**src/design/fsc_pkg.sv**
```systemverilog
// ----------------------------------------------------------------------------
// fsc_pkg
// Shared types and codes for the floppy sector controller.
// ----------------------------------------------------------------------------
package fsc_pkg;

  // Bus access kinds carried in the action field
  typedef enum logic [1:0] {
    ACT_DATA_IN  = 2'd0,
    ACT_DATA_OUT = 2'd1,
    ACT_START    = 2'd2,
    ACT_PULSE    = 2'd3
  } action_t;

  // Command operations, bits 9:8 of the command field
  typedef enum logic [1:0] {
    OP_READ  = 2'd0,
    OP_WRITE = 2'd1,
    OP_RECAL = 2'd2,
    OP_SEEK  = 2'd3
  } op_t;

  typedef enum logic [1:0] {
    ERR_OK     = 2'd0,
    ERR_SECTOR = 2'd1,
    ERR_TRACK  = 2'd2
  } err_t;

  // Work items after classification by the front end
  typedef enum logic [2:0] {
    JOB_DATA_IN,
    JOB_DATA_OUT,
    JOB_PULSE,
    JOB_READ,
    JOB_WRITE,
    JOB_RECAL,
    JOB_SEEK,
    JOB_REJECT
  } job_kind_t;

  typedef struct packed {
    job_kind_t  kind;
    logic [7:0] data;  // byte for the write buffer
    logic [7:0] arg;   // sector (1-based) or track
    err_t       err;   // error code of a rejected command
  } job_t;

  typedef enum logic [2:0] {
    ST_CLEAR,
    ST_IDLE,
    ST_RD_WAIT,
    ST_BASE,
    ST_COPY
  } back_state_t;

endpackage

```
**src/design/fsc_if.sv**
```systemverilog
// ----------------------------------------------------------------------------
// fsc_if
// Valid/ready channels: bus access words in, result words out.
// ----------------------------------------------------------------------------
interface fsc_in_if;
  logic       valid;
  logic       ready;
  logic [1:0] action;
  logic [7:0] write_data;
  logic [9:0] command;

  modport source (output valid, action, write_data, command, input ready);
  modport sink   (input valid, action, write_data, command, output ready);
endinterface


```
**src/design/fsc_front.sv**
```systemverilog
// ----------------------------------------------------------------------------
// fsc_front
// Accepts bus access words and classifies them into jobs, range checks incl.
// ----------------------------------------------------------------------------
module fsc_front #(
  parameter int SECTORS_PER_TRACK = 26,
  parameter int TRACK_COUNT       = 77
) (
  fsc_in_if.sink       in_ch,
  input  logic         clearing,
  output logic         push_valid,
  input  logic         push_ready,
  output fsc_pkg::job_t push_job
);

  localparam logic [7:0] SPT_L   = 8'(SECTORS_PER_TRACK);
  localparam logic [7:0] TRACKS_L = 8'(TRACK_COUNT);

  logic [7:0] arg;
  logic       sector_bad;

  assign arg        = in_ch.command[7:0];
  assign sector_bad = (arg == 8'd0) || (arg > SPT_L);

  // no words taken while the image is being cleared
  assign in_ch.ready = push_ready && !clearing;
  assign push_valid  = in_ch.valid && !clearing;

  always_comb begin
    push_job      = '0;
    push_job.data = in_ch.write_data;
    push_job.arg  = arg;
    push_job.err  = fsc_pkg::ERR_OK;
    push_job.kind = fsc_pkg::JOB_PULSE;
    case (fsc_pkg::action_t'(in_ch.action))
      fsc_pkg::ACT_DATA_IN:  push_job.kind = fsc_pkg::JOB_DATA_IN;
      fsc_pkg::ACT_DATA_OUT: push_job.kind = fsc_pkg::JOB_DATA_OUT;
      fsc_pkg::ACT_START: begin
        case (fsc_pkg::op_t'(in_ch.command[9:8]))
          fsc_pkg::OP_READ, fsc_pkg::OP_WRITE: begin
            if (sector_bad) begin
              push_job.kind = fsc_pkg::JOB_REJECT;
              push_job.err  = fsc_pkg::ERR_SECTOR;
            end else if (fsc_pkg::op_t'(in_ch.command[9:8]) == fsc_pkg::OP_READ) begin
              push_job.kind = fsc_pkg::JOB_READ;
            end else begin
              push_job.kind = fsc_pkg::JOB_WRITE;
            end
          end
          fsc_pkg::OP_RECAL: push_job.kind = fsc_pkg::JOB_RECAL;
          fsc_pkg::OP_SEEK: begin
            if (arg >= TRACKS_L) begin
              push_job.kind = fsc_pkg::JOB_REJECT;
              push_job.err  = fsc_pkg::ERR_TRACK;
            end else begin
              push_job.kind = fsc_pkg::JOB_SEEK;
            end
          end
          default: push_job.kind = fsc_pkg::JOB_RECAL;
        endcase
      end
      default: push_job.kind = fsc_pkg::JOB_PULSE;
    endcase
  end

endmodule

```
**src/flat_wrapper.sv**
```systemverilog
// flat-port wrapper written by rule: the top's interface ports become plain ports
module fsc_front_flat 
#(
  parameter int SECTORS_PER_TRACK = 26,
  parameter int TRACK_COUNT       = 77
)
  (clearing, push_valid, push_ready, push_job, in_ch_valid, in_ch_action, in_ch_write_data, in_ch_command, in_ch_ready);
  fsc_in_if in_ch_i ();
  input  logic clearing;
  output logic push_valid;
  input  logic push_ready;
  output fsc_pkg::job_t push_job;
  input wire logic [$bits(in_ch_i.valid)-1:0] in_ch_valid;
  input wire logic [$bits(in_ch_i.action)-1:0] in_ch_action;
  input wire logic [$bits(in_ch_i.write_data)-1:0] in_ch_write_data;
  input wire logic [$bits(in_ch_i.command)-1:0] in_ch_command;
  output wire logic [$bits(in_ch_i.ready)-1:0] in_ch_ready;
  assign in_ch_i.valid = in_ch_valid;
  assign in_ch_i.action = in_ch_action;
  assign in_ch_i.write_data = in_ch_write_data;
  assign in_ch_i.command = in_ch_command;
  assign in_ch_ready = in_ch_i.ready;
  fsc_front #(.SECTORS_PER_TRACK(SECTORS_PER_TRACK), .TRACK_COUNT(TRACK_COUNT)) u_core (.in_ch(in_ch_i), .clearing(clearing), .push_valid(push_valid), .push_ready(push_ready), .push_job(push_job));
endmodule
```
**config.mk**
```make
export PLATFORM = sky130hd
export DESIGN_NAME = fsc_front_flat
export DESIGN_NICKNAME = d
export VERILOG_FILES = /design/src/design/fsc_pkg.sv /design/src/design/fsc_if.sv /design/src/design/fsc_front.sv /design/src/flat_wrapper.sv
export SDC_FILE = /design/constraint.sdc
export NUM_CORES = 1
export LEC_CHECK = 0
export BUFFER_PORTS_ARGS = -buffer_cell sky130_fd_sc_hd__buf_2
export CORE_AREA = 10 10 47 49
export DETAILED_ROUTE_END_ITERATION = 16
export DIE_AREA = 0 0 57 59
export PLACE_DENSITY = 0.75
export REMOVE_ABC_BUFFERS = 1
export SYNTH_ARGS = -nofsm -noshare
export SYNTH_HDL_FRONTEND = slang
export SYNTH_SLANG_ARGS = --single-unit
```
**constraint.sdc**
```tcl
create_clock -name vclk -period 5.2
set_clock_uncertainty 0.2 [all_clocks]
set_input_delay 1.04 -clock vclk [all_inputs]
set_output_delay 1.04 -clock vclk [all_outputs]
set_load 0.1 [all_outputs]
```
# Yosys cells after proc, flatten, opt, wreduce, memory -nomap -nowiden

Cells that the tools add are included.

Flip-flop bits (word level): 0
Latch bits: 0
Bits in writable memories: 0
Memory bits (read-only): 0
Input bits: 23
Output and inout port bits: 23
Logic and storage cells: 24
Memories: 0

$add $sub $neg: 0
Multiply operators: 0
Div/mod/pow operators: 0
Magnitude comparators: 2
Equal/unequal tests: 5
Shifts and indexed selects: 0
Mux-type cells: 9
Bitwise gates (word level): 0
Reductions and logical operators: 8

Operator list:

| kind               | number |
|---|---|
| $pmux 3 s3         | 2 |
| $ge 8x7->1 const B | 1 |
| $gt 8x5->1 const B | 1 |
| $logic_not 8->1    | 1 |
| $eq 2x2->1 const B | 3 |
| $mux 3             | 2 |
| $eq 2x1->1 const B | 2 |
| $logic_not 2->1    | 2 |
| $mux 2             | 2 |
| $pmux 2 s2         | 1 |
| $logic_and 1x1->1  | 2 |
| $mux 1             | 2 |
| $reduce_or 2->1    | 1 |
| $logic_not 1->1    | 1 |
| $logic_or 1x1->1   | 1 |

# Logic depth before layout (Yosys ltp)

Depth after elaboration: 5
Depth in mapped cells: 4
Depth with buffers taken out: 4

# Worst setup path before layout

Ideal clock, no wire load.

Kind: input port to output port
Start point: in in_ch_command[4]
End point: out push_job[0] in the netlist's numbering
Arrival: 3.840 ns
Data required time: 3.960 ns
Setup slack: 0.120 ns
Stages on the path: 4
Buffers on the path: 0
Path through: or4_1 o22ai_1 nor4_2 nor3_1

RTL lines:

| what            | line               | source |
|---|---|---|
| start, declared | flat_wrapper.sv:16 | `input wire logic [$bits(in_ch_i.command)-1:0] in_ch_command;` |
| end, declared   | flat_wrapper.sv:12 | `output fsc_pkg::job_t push_job;` |

==> results_dict.tcl <==
set metrics [dict create \
    crit_path_frequent_cell "sky130_fd_sc_hd__buf_2" \
    most_frequent_standard_cell_in_the_layout_excluding_fill_and_tap_cells "sky130_fd_sc_hd__buf_2" \
    layout.cell_area.non_filler_um2 326.6 \
    timing.critical_path.arrival_ns 2.59 \
    maxCapViolCount 0 \
    share_of_the_synthesized_area_in_the_top_cell_type 0.4344 \
    post-place-cells 70 \
    power_density_nw_per_um2 218.0 \
    antenna_violations_before_repair 0 \
    die_w_um 57 \
    p_leak_nw 0.1714 \
    vdd.ir_drop.worst_mv 0.04091 \
    hold-worst-slack_ns 1.881 \
    hpwlAfterDp_um 834.2 \
    floorplan.initialDensity 0.1973 \
    insertedDiodeCount 0 \
    io_buffer_count 30 \
    dieArea_um2 3363 \
    final_period_minus_worst_setup_slack_ns 3.826 \
    route.final.wire_length_um 952 \
    max_slew_margin 0.6747 \
    area_growth_pct 18.10 \
    run_status "completed" \
    fmax_mhz 261.4 \
    track_usage 0.04667 \
    seq_cells 0 \
    cts_repair_resize_count 0 \
    cpMaxStageDelayCell "sky130_fd_sc_hd__or4_1" \
    cp_top_family "simple AND/OR/NAND/NOR gates" \
    rsz0062_at_grt "no" \
    detailedRoute.firstIterationViolations 1 \
    criticalPathCategory "in2out" \
    timing.final.max_slew_violations 0 \
    critical_path.startpoint_type "input pin" \
    post-route-period-util 0.7358 \
    cp_max_fo 4 \
    timing_worst_slew_pin_value_ns 0.4913 \
    detail-route-antenna-nets 0 \
    ordered_cell_list_for_the_critical_path "buf_2, or4_1, o22ai_1, nor4_2, a41oi_2, buf_2" \
    worst-path-buf-inv 2 \
    cts.hold.buffers_added 0 \
    post_synthesis_area_per_instance_um2 6.913 \
    seqCellArea_um2 0 \
    drive_above_1_share 0.5926 \
    grt_pass1_wl_um 1414 \
    fillcell_total 171 \
    clockBufferCount 0 \
    post-cts-setup-buffers 0 \
    die_height_um 59 \
    drt-wirelength-per-cell_um 13.60 \
    final-setup-viol-count 0 \
    yosysUniqueCellTypes 20 \
    mappedNetlistArea_um2 276.5 \
    cpPeakStageDelay_ns 0.52 \
    grt_overflow 0 \
    num_rows 14 \
    synth_largest_area_cell "sky130_fd_sc_hd__buf_4" \
    finish.cell_count_without_fillers 70 \
    timing.critical_path.to_type "primary output" \
    detail_route.first_pass.iterations 2 \
    design.portCount 46 \
    min-delay-path-class "in2out" \
    via_count 318 \
    viasPerCell 4.543 \
    timing.setup.tns_ns 0 \
    timing.final.hold_violations 0 \
    detail_route.drc_violations 0 \
    first_global_vias 298 \
    routabilityCongestion 0.6583 \
    core_area_um2 1401 \
    critical_path_required_ns 3.96 \
    synth.yosys.warnings 0 \
    grt_max_degree 7 \
    synth.yosys.seq_area_share 0 \
    most-common-layout-cells "sky130_fd_sc_hd__buf_2 (30), sky130_fd_sc_hd__a21oi_1 (3), sky130_fd_sc_hd__nor3_1 (2), sky130_fd_sc_hd__nor2_1 (2), sky130_fd_sc_hd__nor2b_1 (2)" \
    post_synth_main_area_contributors "sky130_fd_sc_hd__buf_4 (43%), sky130_fd_sc_hd__a41oi_2 (5.9%), sky130_fd_sc_hd__a21oi_1 (5.4%)" \
    syn_inst 40 \
    postPlaceCellArea_um2 326.6 \
    finalNetCount 79 \
]
==> report_power, final <==
group,leakage [nW],switching (mW),internal [mW]
sequential,0,0,0
combinational,0.171,0.0589,0.0123
clock,0,0,0
total,0.171,0.0589,0.0123
==> layer usage <==
metal  wire, um  part of all wire  GRT usage  vias up
met3        119              0.13    0.03004        0
met2        512              0.54    0.08837       27
met4          0                 0          0        0
li1           -                 -          -      155
met1        319              0.34    0.04394      136
met5          0                 0          0        -
==> area by class of cell <==
cell class | count | area [um^2] | area share
timing repair buffer | 30 | 150.1 | 0.4598
inverter | 1 | 3.754 | 0.01149
tap | 16 | 20.02 | 0.06130
multi-input combinational | 23 | 152.6 | 0.4674
==> cells by family (layout without fill, tap and decap cells) <==
logic type	Yosys count	count (layout)	synth area share
buf+inv	17	31	0.4480
simple gates	13	13	0.2851
compound gates	9	9	0.2353
xor+xnor	1	1	0.03168
==> cell usage after synthesis, types with 2 or more instances <==
master / instances
sky130_fd_sc_hd__buf_4: 16
sky130_fd_sc_hd__a21oi_1: 3
sky130_fd_sc_hd__nor2_1: 2
sky130_fd_sc_hd__nor2b_1: 2
sky130_fd_sc_hd__nor3_1: 2
==> worst paths after layout <==
path | end | slack, ns | startpoint | cells after the start
max | push_job[18] | 1.37 | in_ch_command[4] | 6
min | push_job[10] | 1.88 | in_ch_write_data[0] | 0
==> per-stage QoR <==
| step | utilization | setup slack (ns) | total power, mW |
|---|---|---|---|
| 3_3_place_gp | 0.2330 | 1.388 | 0.07104 |
| 4_1_cts | 0.2330 | 1.361 | 0.07162 |
| 3_5_place_dp | 0.2330 | 1.355 | 0.07155 |
| 2_1_floorplan | - | 0.1205 | 0.03066 |
| 6_report | 0.2330 | 1.374 | 0.07119 |
| 5_1_grt | 0.2330 | 1.326 | 0.07391 |
No activity file was read; power rests on OpenSTA's default activity.
