$ cat src/design/fsc_pkg.sv
// ----------------------------------------------------------------------------
// fsc_pkg
// Shared types and codes for the floppy sector controller.
// ----------------------------------------------------------------------------
package fsc_pkg;

  // Bus access kinds carried in the action field
  typedef enum logic [1:0] {
    ACT_DATA_IN  = 2'd0,
    ACT_DATA_OUT = 2'd1,
    ACT_START    = 2'd2,
    ACT_PULSE    = 2'd3
  } action_t;

  // Command operations, bits 9:8 of the command field
  typedef enum logic [1:0] {
    OP_READ  = 2'd0,
    OP_WRITE = 2'd1,
    OP_RECAL = 2'd2,
    OP_SEEK  = 2'd3
  } op_t;

  typedef enum logic [1:0] {
    ERR_OK     = 2'd0,
    ERR_SECTOR = 2'd1,
    ERR_TRACK  = 2'd2
  } err_t;

  // Work items after classification by the front end
  typedef enum logic [2:0] {
    JOB_DATA_IN,
    JOB_DATA_OUT,
    JOB_PULSE,
    JOB_READ,
    JOB_WRITE,
    JOB_RECAL,
    JOB_SEEK,
    JOB_REJECT
  } job_kind_t;

  typedef struct packed {
    job_kind_t  kind;
    logic [7:0] data;  // byte for the write buffer
    logic [7:0] arg;   // sector (1-based) or track
    err_t       err;   // error code of a rejected command
  } job_t;

  typedef enum logic [2:0] {
    ST_CLEAR,
    ST_IDLE,
    ST_RD_WAIT,
    ST_BASE,
    ST_COPY
  } back_state_t;

endpackage

$ cat src/design/fsc_queue.sv
// ----------------------------------------------------------------------------
// fsc_queue
// Two-entry job queue between front end and back end.
// ----------------------------------------------------------------------------
module fsc_queue (
  input  logic          clk,
  input  logic          rst_n,
  input  logic          push_valid,
  output logic          push_ready,
  input  fsc_pkg::job_t push_job,
  output logic          pop_valid,
  input  logic          pop_ready,
  output fsc_pkg::job_t pop_job
);

  fsc_pkg::job_t slot_r [2];
  logic          wr_ptr_r, wr_ptr_nxt;
  logic          rd_ptr_r, rd_ptr_nxt;
  logic [1:0]    cnt_r, cnt_nxt;
  logic          do_push, do_pop;

  assign push_ready = (cnt_r != 2'd2);
  assign pop_valid  = (cnt_r != 2'd0);
  assign pop_job    = slot_r[rd_ptr_r];
  assign do_push    = push_valid && push_ready;
  assign do_pop     = pop_valid && pop_ready;

  always_comb begin
    wr_ptr_nxt = do_push ? ~wr_ptr_r : wr_ptr_r;
    rd_ptr_nxt = do_pop ? ~rd_ptr_r : rd_ptr_r;
    cnt_nxt    = cnt_r + 2'(do_push) - 2'(do_pop);
  end

  always_ff @(posedge clk) begin
    if (!rst_n) begin
      wr_ptr_r <= 1'b0;
      rd_ptr_r <= 1'b0;
      cnt_r    <= 2'd0;
    end else begin
      wr_ptr_r <= wr_ptr_nxt;
      rd_ptr_r <= rd_ptr_nxt;
      cnt_r    <= cnt_nxt;
    end
  end

  always_ff @(posedge clk) begin
    if (do_push) begin
      slot_r[wr_ptr_r] <= push_job;
    end
  end

endmodule

$ cat config.mk
export PLATFORM = sky130hd
export DESIGN_NAME = fsc_queue
export DESIGN_NICKNAME = d
export VERILOG_FILES = /design/src/design/fsc_pkg.sv /design/src/design/fsc_queue.sv
export SDC_FILE = /design/constraint.sdc
export NUM_CORES = 1
export LEC_CHECK = 0
export ABC_AREA = 1
export BUFFER_PORTS_ARGS = -buffer_cell sky130_fd_sc_hd__buf_2
export CORE_MARGIN = 2
export CORE_UTILIZATION = 40
export CTS_BUF_LIST = sky130_fd_sc_hd__clkbuf_8
export CTS_CLUSTER_DIAMETER = 80
export DETAILED_ROUTE_END_ITERATION = 8
export PLACE_DENSITY_LB_ADDON = 0.1
export SLEW_MARGIN = 20
export SYNTH_ARGS = -nofsm -noshare
export SYNTH_HDL_FRONTEND = slang
export SYNTH_SLANG_ARGS = --single-unit
$ cat constraint.sdc
create_clock -name clk -period 2.5 [get_ports clk]
set_clock_uncertainty 0.2 [all_clocks]
set_input_delay 0.375 -clock clk [delete_from_list [all_inputs] [get_ports clk]]
set_output_delay 0.375 -clock clk [all_outputs]
set_load 0.005 [all_outputs]
* Word level (Yosys, flattened, before mapping) *
Memories as Yosys holds them, arrays and structs flattened. A register that Yosys moved wholly into a read port is not among the register bits.
Cells that the tools add are included.

storage, ports and cells
  bits in registers = 4
  latch bits = 0
  memory bits (writable) = 42
  bits in read-only memories = 0
  input bits = 25
  output and inout port bits = 23
  logic and storage cells = 16
  memories = 1

cells by class
  $add $sub $neg = 2
  $mul = 0
  divide/modulo/power cells = 0
  magnitude comparators = 0
  equality and inequality tests = 1
  shift-type cells = 0
  muxes and demuxes = 4
  bitwise logic cells = 2
  reduce and logical (&&, ||, !) cells = 3

memory list
  name    depth  bits a word  rd ports  clocked after Yosys merged registers in  write ports  line             source
  slot_r  2      21           1         1                                        1            fsc_queue.sv:16  fsc_pkg::job_t slot_r [2];

operators with widths
  kind                                          count
  1-bit two-way mux                             4
  2-bit by 1-bit adder with 2-bit output        1
  1-bit logical AND                             2
  2-bit inequality test, second input constant  1
  1-bit inverter                                2
  2-bit nonzero test                            1
  2-bit by 1-bit subtractor with 2-bit output   1

* Logic depth before layout (Yosys ltp) *
Gate-level depths: netlist (run 1).

  depth after elaboration = 4
  depth in mapped cells = 11
  depth with buffers taken out = 11

* Worst setup path after synthesis (run 1) *
OpenSTA, ideal clock, no wires.

  kind = reg-to-reg
  start point = register cnt_r[0]
  end point = memory slot_r[0][0] (netlist bit), enable pin
  library setup time = 0.399 ns
  arrival time = 1.483 ns
  required time = 1.901 ns
  setup slack = 0.418 ns
  stages on the path, launching flop included = 5
  buffers on the path = 0
  period minus slack after synthesis = 2.082 ns
  cell sequence = dfxtp_1 -> inv_1 -> nand2_1 -> nand2_1 -> nor2_1

on the way
  longest elaborated chain between the ends = 4

ends and longest elaborated chain
  what                                     line             source
  start, declared                          fsc_queue.sv:19  logic [1:0] cnt_r, cnt_nxt;
  start signal, assigned                   fsc_queue.sv:42  cnt_r <= cnt_nxt;
  2-bit inequality test                    fsc_queue.sv:22  assign push_ready = (cnt_r != 2'd2);
  via push_ready                           fsc_queue.sv:9   output logic push_ready,
  1-bit logical AND                        fsc_queue.sv:25  assign do_push = push_valid && push_ready;
  1-bit two-way mux                        fsc_queue.sv:47  if (do_push) begin
  1-bit two-way mux (not written as such)  fsc_queue.sv:48  slot_r[wr_ptr_r] <= push_job;
  end, declared                            fsc_queue.sv:16

The timed path passes the listed nets, and every way through them passes these cells.

==> impl_metrics.py, run 1 <==
metrics = {
    "outcome": {
        "status": "complete, no violations",
    },
    "setup_path": {
        "end_kind": "output port",
        "reg2reg_setup_slack_ps": 660,
        "reg2reg_depth": 5,
        "critPathMaxStageDelay_ps": 530,
        "r2r-end": "slot_r[0][19]$_DFFE_PP_",
        "worst-path-buf-inv": 2,
        "slowest_stage": "dfxtp_1",
        "cp-start-kind": "flip-flop",
        "cp.arrival_ps": 1540,
        "r2r_start": "cnt_r[0]$_SDFF_PN0_",
        "path_depth": 3,
        "required_ps": 1920,
        "crit_type": "reg -> out",
        "path_cells": "buf_4, mux2_4, buf_2",
        "crit_path_max_fanout": 9,
        "crit_family": "flip-flops",
    },
    "clock_tree": {
        "clk_latency_ps": 290,
        "cts_sinks": 47,
        "cts_buffer_depth": 2,
        "hold_buffers": 0,
        "cts_tree": "built",
        "ctsHtreeMaxLevel": 2,
        "clkTransAtPathRegs_ps": 80,
        "cts_resized": 0,
        "cts_setup_buffers": 0,
        "root_buffer": "clkbuf_8",
        "cts_made_buffers": 5,
    },
    "global_routing": {
        "grt_first_pass_wirelength_um": 4671,
        "grt_antenna_before_repair": 0,
        "track_usage": 0.1224,
        "grt_max_degree": 22,
        "grt_pass1_vias": 1037,
        "grt_overflow": 0,
    },
    "pwr": {
        "p_comb_frac": 0.278,
        "power.leakage_nw": 0.9379,
        "p_int_mw": 1.494,
        "power_density_nw_per_um2": 910.3,
        "p_sw_mw": 0.5322,
        "vdd_drop_max_v": 0.0004262,
        "pwr-share-clk": 0.203,
        "switching_share": 0.2627,
        "power_frac_seq": 0.518,
    },
    "logic_synthesis": {
        "syn_nets": 128,
        "yosys.area_share.simple": 0.04294,
        "synth.area.mux_share": 0.1697,
        "yosysWarningCount": 0,
        "yosys.area_share.adder": 0.01363,
        "synth_compound_area_frac": 0.005453,
        "synth_area_um2": 1836,
        "seq_area_frac_synth": 0.7416,
        "synthCells": 101,
        "synth_top_family_by_area": "multiplexers",
        "post_synth.cell_area_avg_um2": 18.17,
        "synth.distinct_cells": 11,
        "synth_xor_area_frac": 0,
        "ys_ff_latch": 47,
    },
    "floorplanning": {
        "die_area_um2": 5147,
        "start_util": 0.4187,
        "rows": 24,
        "io_pins": 48,
        "die_w_um": 71.74,
        "die_h_um": 71.74,
        "core_area_um2": 4384,
    },
    "cells_and_area": {
        "fillCellCount": 393,
        "drive_gt1_frac": 0.4937,
        "area_growth_pct": 21.27,
        "finalNetCount": 184,
        "register_area_um2": 1361,
        "multi_input_area_um2": 427.9,
        "antenna_cells": 0,
    },
    "timing": {
        "rsz0062_at_grt": "no",
        "finalSetupViolCount": 0,
        "fin_crit_ps": 2118,
        "fmax_mhz": 472.1,
        "holdWs_ps": 68.81,
        "worst_slew_pin_slew_ps": 474.2,
        "setup-tns-final_ps": 0,
        "slew_headroom": 0.6835,
        "min_period_over_period": 0.8473,
        "slew_viol_final": 0,
        "hold_violations": 0,
    },
    "hold_path": {
        "min_from": "push_job[12]",
        "hold_end": "slot_r[0][12]$_DFFE_PP_",
        "hold_depth": 1,
        "hp-class": "in -> reg",
    },
    "place": {
        "gp_congestion": 0.6909,
        "post-dp-hpwl_um": 2100,
        "io_buffers": 47,
    },
    "detailed_routing": {
        "drt_first_iter_violations": 39,
        "vias": 959,
        "vias_per_cell": 4.567,
        "drt-total-wl_um": 2882,
        "ant_nets": 0,
        "post_drt_wl_per_cell_um": 13.72,
        "dr.pass1.iters": 4,
        "drc": 0,
    },
    "run": {
        "max-cap-violations": 0,
    },
}
## layer usage
metal  vias up  part of all wire  wire (µm)  GRT usage
met2        28              0.53       1518     0.2130
li1        482                 -          -          -
met1       445              0.41       1169     0.1342
met5         -                 0          0          0
met4         0             0.011         31    0.04403
met3         4             0.057        163    0.05063
## how the worst max path moves through the flow
stage                              endpoint  slack [ps]
finish                          pop_job[11]         380
global route                     pop_job[3]         300
CTS                             pop_job[11]         340
detailed placement  slot_r[0][10]$_DFFE_PP_         630
global placement    slot_r[0][12]$_DFFE_PP_         650
floorplan            slot_r[0][0]$_DFFE_PP_         420
## cells in the mapped netlist, drive strengths merged
cell type   n  area (µm²)
a21oi       2       10.01
buf         2       22.52
dfxtp       5       100.1
edfxtp     42        1261
ha          2       25.02
inv         7       26.28
mux2       21       311.6
nand2       9       33.78
nand3       3       15.01
nor2        8       30.03
## power groups by stage
stage                     logic [mW]  clock network (mW)  registers (mW)
after floorplan                0.393                   0            1.05
after global placement         0.571                   0            1.06
after detailed placement       0.581                   0            1.07
after CTS                      0.581               0.433            1.05
after global routing           0.632               0.456            1.06
final                          0.564               0.412            1.05
## kinds of logic (layout without fill, tap and decap cells)
| logic type | Yosys count | in the layout |
|---|---|---|
| adders and majority gates | 2 | 2 |
| and+or+nand+nor | 20 | 20 |
| DFF | 47 | 47 |
| buffers and inverters | 9 | 66 |
| AOI/OAI and AO/OA | 2 | 2 |
| muxes | 21 | 21 |
## sequential cells by signal (all words and copies together), names as in the netlist, named ones only
name	cells
rd_ptr_r	1
wr_ptr_r	1
slot_r	42
cnt_r	2
## worst register-to-register path: stages (launching register included)
cell and delay [ps]:
dfxtp_1 360, inv_1 60, nand2_1 110, nand2_1 110, nor2_2 390, buf_4 310
## area by class of cell
class / instances / share of cell area
repair buffers: 51 / 0.1192
multi-input cells: 45 / 0.1922
well taps: 52 / 0.02923
clock inverters: 3 / 0.005059
inverters: 7 / 0.01180
clock buffers: 5 / 0.03092
flip-flops and latches: 47 / 0.6116
## per-stage QoR
step	area, µm²	util	cells	power [mW]	worst slack, ps
5_1_grt	2226	0.5077	210	2.152	295.7
3_3_place_gp	2146	0.4894	202	1.636	651.6
3_5_place_dp	2146	0.4894	202	1.651	630.9
6_report	2226	0.5077	210	2.026	381.6
2_1_floorplan	1836	-	101	1.444	418.3
4_1_cts	2226	0.5077	210	2.067	338.5
## layout by cell type (no fill, tap or decap)
cell type and count:
a21oi_1 2, buf_2 47, edfxtp_1 42, mux2_4 20, mux2_2 1, nand3_1 3
clkbuf_8 5, dfxtp_1 5, nor2_2 1, nor2_1 7, buf_4 4, inv_1 10
ha_1 2, nand2_1 9
Power figures use the tool's default switching activity.
==> inputs of run 2 (changes only) <==
--- a/config.mk
+++ b/config.mk
@@ -5,7 +5,7 @@
 export SDC_FILE = /design/constraint.sdc
 export NUM_CORES = 1
 export LEC_CHECK = 0
-export ABC_AREA = 1
+export ABC_AREA = 0
 export BUFFER_PORTS_ARGS = -buffer_cell sky130_fd_sc_hd__buf_2
 export CORE_MARGIN = 2
 export CORE_UTILIZATION = 40
==> constraint.sdc (replaced) <==
create_clock -name clk -period 1.87 [get_ports clk]
set_clock_uncertainty 0.2 [all_clocks]
set_input_delay 0.2805 -clock clk [delete_from_list [all_inputs] [get_ports clk]]
set_output_delay 0.2805 -clock clk [all_outputs]
set_load 0.005 [all_outputs]
==> run 2 against run 1 <==
Critical path depth rose by 4. Sequential share of layout area shrank 4.4 points. Via count grew 5.0%. Core utilization up 5.3 points. Design area grew 8.2%. Total power grew 35%.
==> impl_metrics.py, run 2 <==
metrics = {
    "outcome": {
        "status": "complete, no violations",
    },
    "global_routing": {
        "grt_max_degree": 15,
        "grt_first_pass_wirelength_um": 4843,
        "track_usage": 0.1324,
        "grt_antenna_before_repair": 0,
        "grt_pass1_vias": 1110,
        "grt_overflow": 0,
    },
    "logic_synthesis": {
        "ys_ff_latch": 47,
        "yosys.area.top_type": "edfxtp_1",
        "ys_top_cells_by_area": "edfxtp_1 72%, mux2_2 13%, dfxtp_1 5.7%, xnor2_1 1.5%, ha_1 1.4%",
        "yosys.area_share.simple": 0.03493,
        "post_synth.cell_area_avg_um2": 19.72,
        "synthCells": 89,
        "synth.distinct_cells": 16,
        "synth_xor_area_frac": 0.01497,
        "synth_area_um2": 1755,
        "synth_top_family_by_area": "multiplexers",
        "ys.flop_type": "edfxtp_1",
        "synth_top_area_share": 0.7185,
        "synth.area.mux_share": 0.1404,
        "seq_area_frac_synth": 0.7755,
        "synth_commonest_cells": "42 x edfxtp_1, 21 x mux2_2, 5 x dfxtp_1",
        "yosys.area_share.adder": 0.01426,
        "async_flop_share": 0,
        "synth_compound_area_frac": 0.004989,
        "synth.most_common_cell": "edfxtp_1",
        "syn_nets": 116,
        "synth_edf_count": 42,
        "yosysWarningCount": 0,
    },
    "pwr": {
        "power.leakage_nw": 0.9303,
        "vdd_drop_max_v": 0.0005985,
        "power_density_nw_per_um2": 1135,
        "power_mw": 2.733,
    },
    "cells_and_area": {
        "area_growth_pct": 37.21,
        "antenna_cells": 0,
        "largest_reg_flops": 42,
        "final_cell_mix": "47 x buf_2, 42 x edfxtp_1, 21 x mux2_2, 21 x dlygate4sd3_1, 6 x buf_4",
        "drive_gt1_frac": 0.5235,
        "final_util": 0.5609,
        "finalNetCount": 196,
        "final_common_cell": "buf_2",
        "top_register": "slot_r",
        "reg_top3": "slot_r (42), cnt_r (2)",
    },
    "floorplanning": {
        "die_area_um2": 4934,
        "die_w_um": 70.25,
        "start_util": 0.4088,
        "io_pins": 48,
        "die_h_um": 70.25,
        "rows": 24,
        "core_area_um2": 4294,
    },
    "detailed_routing": {
        "ant_nets": 0,
        "vias_per_cell": 4.536,
        "post_drt_wl_per_cell_um": 13.45,
        "drt_first_iter_violations": 64,
        "dr.pass1.iters": 4,
        "drc": 0,
        "drt-total-wl_um": 2985,
        "vias": 1007,
    },
    "timing": {
        "finalSetupViolCount": 0,
        "fmax_mhz": 551.4,
        "slew_headroom": 0.8801,
        "fin_crit_ps": 1814,
        "hold_violations": 0,
        "setup-tns-final_ps": 0,
        "timing.final.ws_setup_ps": 56.47,
        "worst_slew_pin_slew_ps": 178.6,
        "min_period_over_period": 0.9698,
        "slew_viol_final": 0,
        "holdWs_ps": 64.63,
    },
    "clock_tree": {
        "cts_made_buffers": 5,
        "clkTransAtPathRegs_ps": 80,
        "ctsHtreeMaxLevel": 2,
        "cts_buffer_depth": 2,
        "root_buffer": "clkbuf_8",
        "clk_latency_ps": 290,
        "cts_sinks": 47,
        "cts_tree": "built",
    },
    "setup_path": {
        "crit_path_max_fanout": 4,
        "cp-start-kind": "flip-flop",
        "cp.arrival_ps": 1800,
        "crit_type": "reg -> reg",
        "critPathMaxStageDelay_ps": 370,
        "required_ps": 1860,
        "slowest_stage": "dfxtp_4",
        "end_kind": "flip-flop",
        "path_cells": "o21a_2, ha_1, inv_1, ha_2, xnor2_2, xnor2_1, and2_1",
    },
    "place": {
        "gp_congestion": 0.6692,
        "post-dp-hpwl_um": 2024,
        "dp_slack_ps": 4.340,
        "io_buffers": 47,
    },
    "hold_path": {
        "hp-class": "in -> reg",
    },
    "run": {
        "max-cap-violations": 0,
    },
}
==> run 2: cell count changes after synthesis, moves of 6 or more <==
cell     delta
mux2_4     -20
mux2_2     +20
inv_1       -6
nor2_1      -7
nand2_1     -7
==> run 2: power by group <==
group	switching (mW)	internal [mW]
registers	0.0592	1.33
clock network	0.315	0.254
logic	0.331	0.445
total	0.705	2.03
==> run 2: worst max-delay path: cells and delay by family (launching register included) <==
kind	cells	cell delay (ps)
compound gates	1	230
xor+xnor	2	260
fa+ha+maj	2	450
buf+inv	1	40
flops	1	370
simple gates	1	150
==> run 2: kinds of logic (layout without fill, tap and decap cells) <==
family          Yosys count  in the layout
compound gates            1              1
xor+xnor                  3              3
fa+ha+maj                 2              2
buf+inv                   3             84
flops                    47             47
mux                      22             22
simple gates             11             11
==> run 2: worst paths after layout <==
kind	end	slack, ps	depth (start not counted)	from
worst max-delay path	cnt_r[1]$_SDFF_PN0_	60	7	cnt_r[1]$_SDFF_PN0_
worst min register to register	wr_ptr_r$_SDFFE_PN0N_	300	2	wr_ptr_r$_SDFFE_PN0N_
worst max register to register	cnt_r[1]$_SDFF_PN0_	60	7	cnt_r[1]$_SDFF_PN0_
worst min-delay path	cnt_r[0]$_SDFF_PN0_	60	2	rst_n
==> run 2: per-layer routing <==
metal / global-route usage / share of wire / up-vias
met1: 0.1518 / 0.43 / 483
li1: - / - / 494
met2: 0.2212 / 0.50 / 25
met4: 0.04487 / 0.013 / 0
met3: 0.05772 / 0.048 / 5
met5: 0 / 0 / -
==> run 2: cell type report <==
type / count / area, µm²
clock inverters: 3 / 15.01
repair buffers: 75 / 501.7
inverters: 1 / 3.754
well taps: 52 / 65.06
clock buffers: 5 / 68.82
fillers: 371 / 1886
multi-input cells: 39 / 387.9
flip-flops and latches: 47 / 1366
==> run 2: through the flow <==
stage,instance area [µm²],std cells
2_1_floorplan,1758,89
3_3_place_gp,2088,193
3_5_place_dp,2088,193
4_1_cts,2399,222
5_1_grt,2409,222
6_report,2409,222
==> run 2: what timing repair did <==
| item | CTS | global route |
|---|---|---|
| hold endpoints to repair | 42 | 0 |
| buffers inserted | 0 | 0 |
| hold buffers | 21 | 0 |
| setup endpoints to repair | 1 | 13 |
| gates resized for setup | 3 | 4 |
| gates cloned | 0 | 0 |
==> inputs of run 3 (changes only) <==
--- a/config.mk
+++ b/config.mk
@@ -5,7 +5,7 @@
 export SDC_FILE = /design/constraint.sdc
 export NUM_CORES = 1
 export LEC_CHECK = 0
-export ABC_AREA = 0
+export ABC_AREA = 1
 export BUFFER_PORTS_ARGS = -buffer_cell sky130_fd_sc_hd__buf_2
 export CORE_MARGIN = 2
 export CORE_UTILIZATION = 40
==> run 3 against run 2 <==
Critical path depth shrank 4. Die area grew 4.3%. Largest cell class unchanged. Global-route usage shrank 0.12 points.
==> impl_metrics.py, run 3 (synthesis results as in run 1) <==
metrics = {
    "floorplanning": {
        "core_area_um2": 4384,
        "start_util": 0.4187,
        "die_h_um": 71.74,
        "rows": 24,
        "die_w_um": 71.74,
        "io_pins": 48,
        "die_area_um2": 5147,
    },
    "timing": {
        "finalSetupViolCount": 0,
        "min_period_over_period": 0.9555,
        "setup-tns-final_ps": 0,
        "fin_crit_ps": 1787,
        "worst_slew_pin_slew_ps": 278.8,
        "rsz0062_at_grt": "no",
        "slew_viol_final": 0,
        "fmax_mhz": 559.6,
        "hold_violations": 0,
        "slew_headroom": 0.8139,
    },
    "pwr": {
        "p_sw_mw": 0.7362,
        "pwr-share-clk": 0.197,
        "p_int_mw": 2.053,
        "power.leakage_nw": 1.039,
        "p_comb_frac": 0.303,
        "power_frac_seq": 0.500,
        "vdd_drop_max_v": 0.0006209,
        "power_density_nw_per_um2": 1132,
        "switching_share": 0.2639,
    },
    "detailed_routing": {
        "drt_first_iter_violations": 45,
        "vias": 1067,
        "ant_nets": 0,
        "dr.pass1.iters": 4,
        "vias_per_cell": 4.579,
        "drc": 0,
        "post_drt_wl_per_cell_um": 13.18,
        "drt-total-wl_um": 3070,
    },
    "setup_path": {
        "slowest_stage": "dfxtp_1",
        "r2r_start": "cnt_r[0]$_SDFF_PN0_",
        "cp.arrival_ps": 1310,
        "cp-start-kind": "flip-flop",
        "crit_type": "reg -> out",
        "worst-path-buf-inv": 2,
        "crit_path_max_fanout": 17,
        "crit_family": "flip-flops",
        "required_ps": 1390,
        "end_kind": "output port",
        "path_cells": "buf_12, mux2_4, buf_2",
        "critPathMaxStageDelay_ps": 380,
    },
    "cells_and_area": {
        "multi_input_area_um2": 427.9,
        "largest_reg_flops": 42,
        "final_cell_mix": "47 x buf_2, 42 x edfxtp_1, 21 x dlygate4sd3_1",
        "finalNetCount": 207,
        "antenna_cells": 0,
        "fillCellCount": 375,
        "final_common_cell": "buf_2",
        "reg_top3": "slot_r (42), cnt_r (2)",
        "top_register": "slot_r",
        "register_area_um2": 1361,
        "fin_area_um2": 2464,
        "drive_gt1_frac": 0.4420,
        "area_growth_pct": 34.22,
    },
    "place": {
        "io_buffers": 47,
        "gp_congestion": 0.6536,
        "post-dp-hpwl_um": 2168,
        "post_dp_cell_area_um2": 2173,
    },
    "clock_tree": {
        "cts_setup_buffers": 0,
        "clkTransAtPathRegs_ps": 80,
        "cts_resized": 0,
        "cts_made_buffers": 5,
        "cts_sinks": 47,
        "root_buffer": "clkbuf_8",
        "cts_tree": "built",
        "cts_buffer_depth": 2,
        "clk_latency_ps": 290,
        "hold_buffers": 21,
        "ctsHtreeMaxLevel": 2,
    },
    "outcome": {
        "status": "complete, no violations",
    },
    "global_routing": {
        "grt_antenna_before_repair": 0,
        "grt_pass1_vias": 1156,
        "grt_max_degree": 18,
        "grt_overflow": 0,
        "grt_first_pass_wirelength_um": 5002,
        "track_usage": 0.1313,
    },
    "run": {
        "max-cap-violations": 0,
    },
    "hold_path": {
        "hp-class": "in -> reg",
        "min_from": "rst_n",
    },
}
[run 3: changes by cell type in the layout (fill, tap and decap cells not counted), sizes merged, moves of 2 or more]
| cell | previous run | this run |
|---|---|---|
| inv | 1 | 10 |
| nand2 | 2 | 9 |
| nor2 | 1 | 8 |
| nand3 | 0 | 3 |
| xnor2 | 3 | 0 |
| a21oi | 0 | 2 |
| and2 | 2 | 0 |
| clkinv | 2 | 0 |
| nand2b | 2 | 0 |
| nor2b | 2 | 0 |
[run 3: area by class of cell]
| type | count | area share |
|---|---|---|
| well taps | 52 | 0.02641 |
| repair buffers | 74 | 0.2042 |
| inverters | 7 | 0.01067 |
| flip-flops and latches | 47 | 0.5526 |
| clock buffers | 5 | 0.02793 |
| clock inverters | 3 | 0.004571 |
| multi-input cells | 45 | 0.1737 |
[run 3: final timing paths]
path / to / slack, ps / cells after the start
max: pop_job[13] / 80 / 3
min: cnt_r[0]$_SDFF_PN0_ / 30 / 3
max reg2reg: cnt_r[1]$_SDFF_PN0_ / 130 / 10
min reg2reg: rd_ptr_r$_SDFFE_PN0P_ / 320 / 2
[run 3: power groups by stage]
| stage | sequential (mW) | combinational, mW | clock [mW] |
|---|---|---|---|
| global route | 1.41 | 0.935 | 0.618 |
| global placement | 1.41 | 0.802 | 0 |
| floorplan | 1.40 | 0.528 | 0 |
| finish | 1.39 | 0.846 | 0.549 |
| CTS | 1.40 | 0.859 | 0.573 |
| detailed placement | 1.42 | 0.824 | 0 |
[run 3: stage by stage]
| step | util | hold slack [ps] | setup WS, ps | power, mW | std cells |
|---|---|---|---|---|---|
| floorplan | - | 174.0 | 125.5 | 1.931 | 101 |
| global placement | 0.4957 | 268.3 | 243.7 | 2.209 | 204 |
| detailed placement | 0.4957 | 273.6 | 154.8 | 2.241 | 204 |
| CTS | 0.5619 | 16.62 | 58.37 | 2.827 | 233 |
| global route | 0.5619 | 42.19 | 3.462 | 2.962 | 233 |
| finish | 0.5619 | 29.46 | 83.13 | 2.789 | 233 |
[run 3: per-layer routing]
layer	part of all wire	GRT usage
met2	0.55	0.2469
met5	0	0
met3	0.044	0.04219
met1	0.39	0.1336
met4	0.016	0.05031
[run 3: worst min-delay path, cell delays in order]
cell,delay (ps)
buf_2,120
nand2_1,50
inv_1,40
